$ cat src/sv/biq_pkg.sv
package biq_pkg;

    localparam int NUM_REGS  = 5;
    localparam int REG_IDX_W = 3;
    localparam int APB_AW    = REG_IDX_W + 2;
    localparam int APB_DW    = 32;

    typedef enum logic [REG_IDX_W-1:0] {
        REG_B0 = 3'd0,
        REG_B1 = 3'd1,
        REG_B2 = 3'd2,
        REG_A1 = 3'd3,
        REG_A2 = 3'd4
    } t_reg_idx;

endpackage

$ cat src/sv/biq_cfg_regs.sv
module biq_cfg_regs #(
    parameter int COEF_WIDTH = 16
) (
    input  logic                                           i_clk,
    input  logic                                           i_rst_n,
    input  logic                                           psel,
    input  logic                                           penable,
    input  logic                                           pwrite,
    input  logic [biq_pkg::APB_AW-1:0]                     paddr,
    input  logic [biq_pkg::APB_DW-1:0]                     pwdata,
    output logic [biq_pkg::APB_DW-1:0]                     prdata,
    output logic                                           pready,
    output logic [biq_pkg::NUM_REGS-1:0][COEF_WIDTH-1:0]   o_coef
);
    import biq_pkg::*;

    // Unity gain in the coefficient format, two integer bits.
    localparam logic [COEF_WIDTH-1:0] COEF_ONE = {2'b01, {(COEF_WIDTH-2){1'b0}}};
    // b0 sits in the lowest slot and starts at unity gain; the rest start at zero.
    localparam logic [NUM_REGS-1:0][COEF_WIDTH-1:0] COEF_RST =
        {{((NUM_REGS-1)*COEF_WIDTH){1'b0}}, COEF_ONE};

    logic [NUM_REGS-1:0][COEF_WIDTH-1:0] r_coef;
    logic [NUM_REGS-1:0][COEF_WIDTH-1:0] n_coef;
    logic [REG_IDX_W-1:0]                w_idx;
    logic                                w_wr;

    assign w_idx  = paddr[APB_AW-1:2];
    assign w_wr   = psel && penable && pwrite;
    assign pready = 1'b1;
    assign o_coef = r_coef;

    always_comb begin
        n_coef = r_coef;
        if (w_wr) begin
            unique case (t_reg_idx'(w_idx)) inside
                REG_B0, REG_B1, REG_B2, REG_A1, REG_A2: begin
                    n_coef[w_idx] = pwdata[COEF_WIDTH-1:0];
                end
                default: begin
                end
            endcase
        end
    end

    always_comb begin
        unique case (t_reg_idx'(w_idx)) inside
            REG_B0, REG_B1, REG_B2, REG_A1, REG_A2: begin
                prdata = APB_DW'($signed(r_coef[w_idx]));
            end
            default: begin
                prdata = '0;
            end
        endcase
    end

    always_ff @(posedge i_clk) begin
        if (!i_rst_n) begin
            r_coef <= COEF_RST;
        end else begin
            r_coef <= n_coef;
        end
    end

endmodule

$ cat config.mk
export PLATFORM = sky130hd
export DESIGN_NAME = biq_cfg_regs
export DESIGN_NICKNAME = d
export VERILOG_FILES = /design/src/sv/biq_pkg.sv /design/src/sv/biq_cfg_regs.sv
export SDC_FILE = /design/constraint.sdc
export NUM_CORES = 1
export LEC_CHECK = 0
export BUFFER_PORTS_ARGS = -buffer_cell sky130_fd_sc_hd__buf_2
export CORE_UTILIZATION = 30
export DETAILED_ROUTE_END_ITERATION = 16
export PLACE_DENSITY_LB_ADDON = 0.25
export SYNTH_ARGS = -nofsm -noshare
export SYNTH_HDL_FRONTEND = slang
export SYNTH_SLANG_ARGS = --single-unit
export TNS_END_PERCENT = 20
$ cat constraint.sdc
create_clock -name i_clk -period 1.7 [get_ports i_clk]
set_clock_uncertainty 0.2 [all_clocks]
set_input_delay 0 -clock i_clk [delete_from_list [all_inputs] [get_ports i_clk]]
set_output_delay 0 -clock i_clk [all_outputs]
set_load 0.01 [all_outputs]
==> metrics.md, run 1 <==
| Metric | Value |
|---|---|
| Post-synthesis register bit count | 80 |
| Max-Cap Viols | 0 |
| Largest net degree at the start of global routing | between 90 and 100 |
| Post-DP Area | around 4500 sq um |
| Share of the synthesized area in the top cell type | 0.420 |
| CTS buffer count | 9 |
| Final Cycle Share | 0.962 |
| Max FO, Critical Path | 9 |
| Mapped Area | between 3000 and 4000 sq um |
| Worst-path clk slew | approximately 0.060 ns |
| Setup Viol. Count Final | 0 |
| Starting density of the core | 0.312 |
| CP arrival | 1.43 ns |
| # Post-CTS Setup Buffers | 0 |
| Core footprint | 12200 sq um |
| Starting DRT DRC Count | 127 |
| RSZ-0062 raised after global routing | true |
| Syn Inst Count | around 390 |
| Synth cell types | 26 |
| Hold Path Class | in2reg |
| Initial antenna violation count | 0 |
| Clk pwr share | 0.458 |
| PwrDens | 817 nW/um^2 |
| Switching portion of total power | 0.231 |
| Die area | roughly 13000 sq um |
| Die Ht | around 110 um |
| # H-tree levels | 3 |
| Vias in the first global route | between 3k and 4k |
| Die width | around 110 um |
| Flop pwr share | 0.466 |
| Detailed Route WL | ~11 mm |
| Maximum clock path buffer count | 2 |
| Pre-antenna DRT Iters | 4 |
| I/O Pins | 155 |
| Max FFs per register | 80 |
| Final core occ | 0.409 |
| Final Hold Viols | 7 |
| Final Non-Filler Cells | 699 |
| DP HPWL | roughly 7.4 mm |
| Clk_lat worst skew | ~0.33 ns |
| Sw power | 943 uW |
| Setup Crit Path Kind | reg2out |
| Vias/cell | 4.60 |
| DRC Markers | 0 |
| Antenna-violating nets left | 0 |
| Final nets | 569 |
| Global route overflow | 0 |
| Clock sinks | 80 |
| Area grow syn2layout | 31.0% |
| Max-slew violations | 0 |
| Status | finished with violations |
| WP data required | about 1.5 ns |
| Hold Slack | -0.0166 ns |
| Sequential area share after synthesis | 0.420 |
| Synth area leaders | dfxtp_1 42%, mux2i_1 29%, nand2_1 9.4% |
| I/O Buffers | 135 |
| Vias | approximately 3.2k |
| CTS tree | done |
| Post-route cell area | about 5000 sq um |
| GRT Total Usage | 0.165 |
| GP Congestion | between 0.7 and 0.8 |
| Global-route wire length before repair | about 16 mm |
| Avg Cell Area, Syn | 9.68 sq um |
| WL/cell | approximately 15 um |
| Root buf cell | clkbuf_16 |
| CP Capture Type | output pin |
| Synth warnings | 0 |
| Leakage | roughly 0.0024 uW |
| Highest Clock Rate | between 0.6 and 0.7 GHz |
| Peak VDD IR | roughly 0.34 mV |
| Crit path time final | about 1.6 ns |
| Area leader, netlist | dfxtp_1 |
| Diodes inserted | 0 |
| Cells after DPL | 666 |
| P_int | approximately 3100 uW |
| Row count | 40 |
| Post-Syn Nets | between 400 and 500 |
| Power share of the combinational group | 0.076 |
| Share of layout cells above drive strength 1 | 0.328 |
| Worst Setup Start Kind | flop |
| Failing checks | negative hold slack |
## final cells by class
class / count / area (sq um)
clock buffers: 9 / 225
fillers: 1239 / 7220
multi-input cells: 269 / 1920
inverters: 1 / 3.75
clock inverters: 6 / 61.3
well taps: 168 / 210
repair buffers: 166 / 976
flip-flops and latches: 80 / 1600
## placed cells by master (no fill, tap or decap), types with 3 or more instances in the layout
cell           count
mux2i_1          111
nor2_1            26
dlygate4sd3_1     17
o21ai_0            4
o21a_1             3
clkinv_2           3
o2bb2ai_1          3
buf_2            135
dfxtp_1           79
buf_4             12
nand2_1           95
a211o_1           13
clkbuf_16          9
## per-layer routing
layer | wire length [um] | vias up | share of wire | GRT usage
met5 | 0 | - | 0 | 0
met4 | 114 | 0 | 0.011 | 0.0623
met3 | 631 | 9 | 0.059 | 0.0406
met2 | 5050 | 100 | 0.47 | 0.269
met1 | 4970 | 1519 | 0.46 | 0.211
li1 | - | 1584 | - | -
## power by group through the flow
| stage | Sequential [uW] | Clock [uW] | Combinational, uW |
|---|---|---|---|
| detailed placement | 1940 | 0 | 283 |
| global route | 1900 | 2010 | 339 |
| CTS | 1900 | 1930 | 313 |
| floorplan | 1950 | 0 | 178 |
| global placement | 1940 | 0 | 280 |
| finish | 1900 | 1870 | 312 |
## cells by family after synthesis
group	Yosys count	share of synthesized area
AOI/OAI and AO/OA	24	0.0502
buffers and inverters	46	0.0837
DFF	80	0.420
muxes	111	0.291
other	1	0.000984
and+or+nand+nor	132	0.154
## repair_timing
| action | in CTS | in global routing |
|---|---|---|
| cloned | 0 | 1 |
| pin swaps | 0 | 1 |
| resized for setup | 1 | 3 |
| hold buffers | 17 | 0 |
| setup endpoints to repair | 17 | 18 |
| hold endpoints to repair | 80 | 0 |
## synth_stat cells
master     number
mux2i_1       111
nand2_1        95
dfxtp_1        80
nor2_1         26
buf_4          18
a211o_1        13
buf_2           9
clkbuf_1        9
buf_6           6
o21ai_0         4
o21a_1          3
o2bb2ai_1       3
buf_8           2
nor2_4          2
nor2_8          2
buf_1           1
conb_1          1
inv_1           1
nand2b_1        1
nand4_1         1
nand4b_4        1
nor2b_1         1
nor3b_1         1
nor3b_2         1
o311ai_0        1
or2_2           1
## critical path: stages, from the launching register on
cell	delay [ns]
dfxtp_1	0.32
mux2i_1	0.13
nor2_1	0.09
a211o_2	0.39
buf_2	0.16
## path summary, 6_finish.rpt
| check | endpoint | depth (start not counted) | slack (ns) | from |
|---|---|---|---|---|
| worst max register to register | o_coef[14] | 3 | 0.27 | o_coef[14] |
| worst min register to register | o_coef[32] | 2 | 0.27 | o_coef[32] |
| worst max-delay path | prdata[17] | 4 | 0.07 | o_coef[31] |
| worst min-delay path | o_coef[73] | 4 | -0.02 | i_rst_n |
## through the flow
step,power (uW),setup WS [ns],TNS [ns]
3_3_place_gp,2220,0.217,0
5_1_grt,4250,-0.0310,-0.328
3_5_place_dp,2220,0.139,0
6_report,4080,0.0653,0
4_1_cts,4140,0.0205,0
2_1_floorplan,2120,0.272,0
No activity file was read; power rests on OpenSTA's default activity.
==> run 2: changes to the inputs <==
- CORE_MARGIN: unset -> 4
- RECOVER_POWER: unset -> 100
==> metrics.md, run 2 (same netlist as run 1, synthesis figures left out) <==
| Metric | Value |
|---|---|
| Final nets | ~570 |
| Post-route cell area | about 4800 sq um |
| Pwr Total | ~4300 uW |
| Detailed Route WL | around 11 mm |
| Hold Path Class | in2reg |
| Clk pwr share | 0.496 |
| # Post-CTS Setup Buffers | 0 |
| Vias | around 3.2k |
| I/O Pins | 155 |
| Maximum clock path buffer count | 2 |
| Setup Crit Path Kind | reg2out |
| Hold Slack | between 0.02 and 0.025 ns |
| CP peak stage delay | a little over 0.4 ns |
| Row count | 40 |
| Root buf cell | clkbuf_16 |
| Worst Setup Start Kind | flop |
| # H-tree levels | 3 |
| Starting DRT DRC Count | 124 |
| Die area | ~15000 sq um |
| Crit path time final | ~1.6 ns |
| Post-DP Area | about 4500 sq um |
| Core footprint | roughly 12000 sq um |
| Peak VDD IR | 0.386 mV |
| WL/cell | between 15 and 20 um |
| DRC Markers | 0 |
| PwrDens | 901 nW/um^2 |
| GRT Total Usage | 0.146 |
| Tightest Pin Transition | between 0.6 and 0.7 ns |
| Clk_lat worst skew | roughly 0.32 ns |
| P_int | approximately 3400 uW |
| Highest Clock Rate | between 0.6 and 0.7 GHz |
| CP max-delay cell | a211o_2 |
| Final Hold Viols | 0 |
| Final Cycle Share | 0.950 |
| Largest net degree at the start of global routing | a little under 100 |
| Power share of the combinational group | 0.067 |
| I/O Buffers | about 140 |
| Clock sinks | 80 |
| Vias in the first global route | ~3.2k |
| CTS buffer count | 9 |
| Crit-path cells | mux2i_1 -> nor2_1 -> a211o_2 -> buf_2 |
| DP HPWL | 7.68 mm |
| CP arrival | about 1.4 ns |
| Flop pwr share | 0.437 |
| Initial antenna violation count | 0 |
| Vias/cell | 4.55 |
| Buffers & Inverters on Critical Path | 1 |
| Worst-path clk slew | around 0.06 ns |
| Starting density of the core | 0.312 |
| Relative slew slack | 0.537 |
| Commonest non-fill, non-tap cell in the layout | mux2i_1 |
| CTS tree | done |
| Setup TNS | 0 ns |
| WP data required | 1.50 ns |
| Pre-antenna DRT Iters | 4 |
| Die Ht | roughly 120 um |
| Antenna-violating nets left | 0 |
| Max FO, Critical Path | 17 |
| Leakage | about 0.0019 uW |
| Global route overflow | 0 |
| Max-slew violations | 0 |
| Max FFs per register | 80 |
| Status | complete, no violations |
| Sw power | slightly above 900 uW |
| Area grow syn2layout | 26.6% |
| Die width | 121 um |
| Setup Viol. Count Final | 0 |
| Top delay family on crit path | compound AO/OA/AOI/OAI gates |
| Share of layout cells above drive strength 1 | 0.138 |
| GP Congestion | roughly 0.72 |
| CP Capture Type | output pin |
| RSZ-0062 raised after global routing | false |
| Commonest non-fill, non-tap cells in the layout | 111 x mux2i_1, 96 x clkbuf_1, 95 x nand2_1 |
| Switching portion of total power | 0.212 |
| Max-Cap Viols | 0 |
| Global-route wire length before repair | approximately 17 mm |
| Diodes inserted | 0 |
## run 2: cell type report
class,count,area [sq um]
Clock buffer,9,225
Clock inverter,5,106
Fill cell,1294,7380
Inverter,1,3.75
Multi-Input combinational cell,268,1850
Sequential cell,80,1600
Tap cell,168,210
Timing Repair Buffer,167,833
## run 2: tightest hold or removal path, stage by stage
cell     delay, ns
buf_2         0.11
buf_12        0.23
nand2_1       0.11
mux2i_1       0.05
## run 2: what timing repair did
item	4_1_cts	5_1_grt
gates resized for setup	0	2
endpoints found under the setup margin	0	18
endpoints found under the hold margin	80	0
hold buffers	17	0
## run 2: stage by stage
| step | utilization | setup WS, ns | cells |
|---|---|---|---|
| 2_1_floorplan | - | 0.272 | 394 |
| 3_3_place_gp | 0.371 | 0.196 | 667 |
| 3_5_place_dp | 0.371 | 0.163 | 667 |
| 4_1_cts | 0.412 | 0.0203 | 698 |
| 5_1_grt | 0.395 | 0.0126 | 698 |
| 6_report | 0.395 | 0.0843 | 698 |
## run 2: metal layers
metal  share of wire  global-route usage
met4          0.0075              0.0354
met1            0.46               0.195
met2            0.47               0.237
met3           0.065              0.0384
met5               0                   0
## run 2: path summary, 6_finish.rpt
path | startpoint | to | slack [ns] | cells after the start
min reg2reg | o_coef[51] | o_coef[51] | 0.27 | 2
min | i_rst_n | o_coef[73] | 0.02 | 4
max reg2reg | o_coef[14] | o_coef[14] | 0.26 | 3
max | o_coef[63] | prdata[26] | 0.08 | 4
## run 2: power groups by stage
| stage | Clock [uW] | Combinational [uW] | Sequential (uW) |
|---|---|---|---|
| after floorplan | 0 | 178 | 1950 |
| after global placement | 0 | 279 | 1940 |
| after detailed placement | 0 | 283 | 1940 |
| after CTS | 2210 | 313 | 1900 |
| after global routing | 2290 | 323 | 1900 |
| final | 2160 | 292 | 1900 |
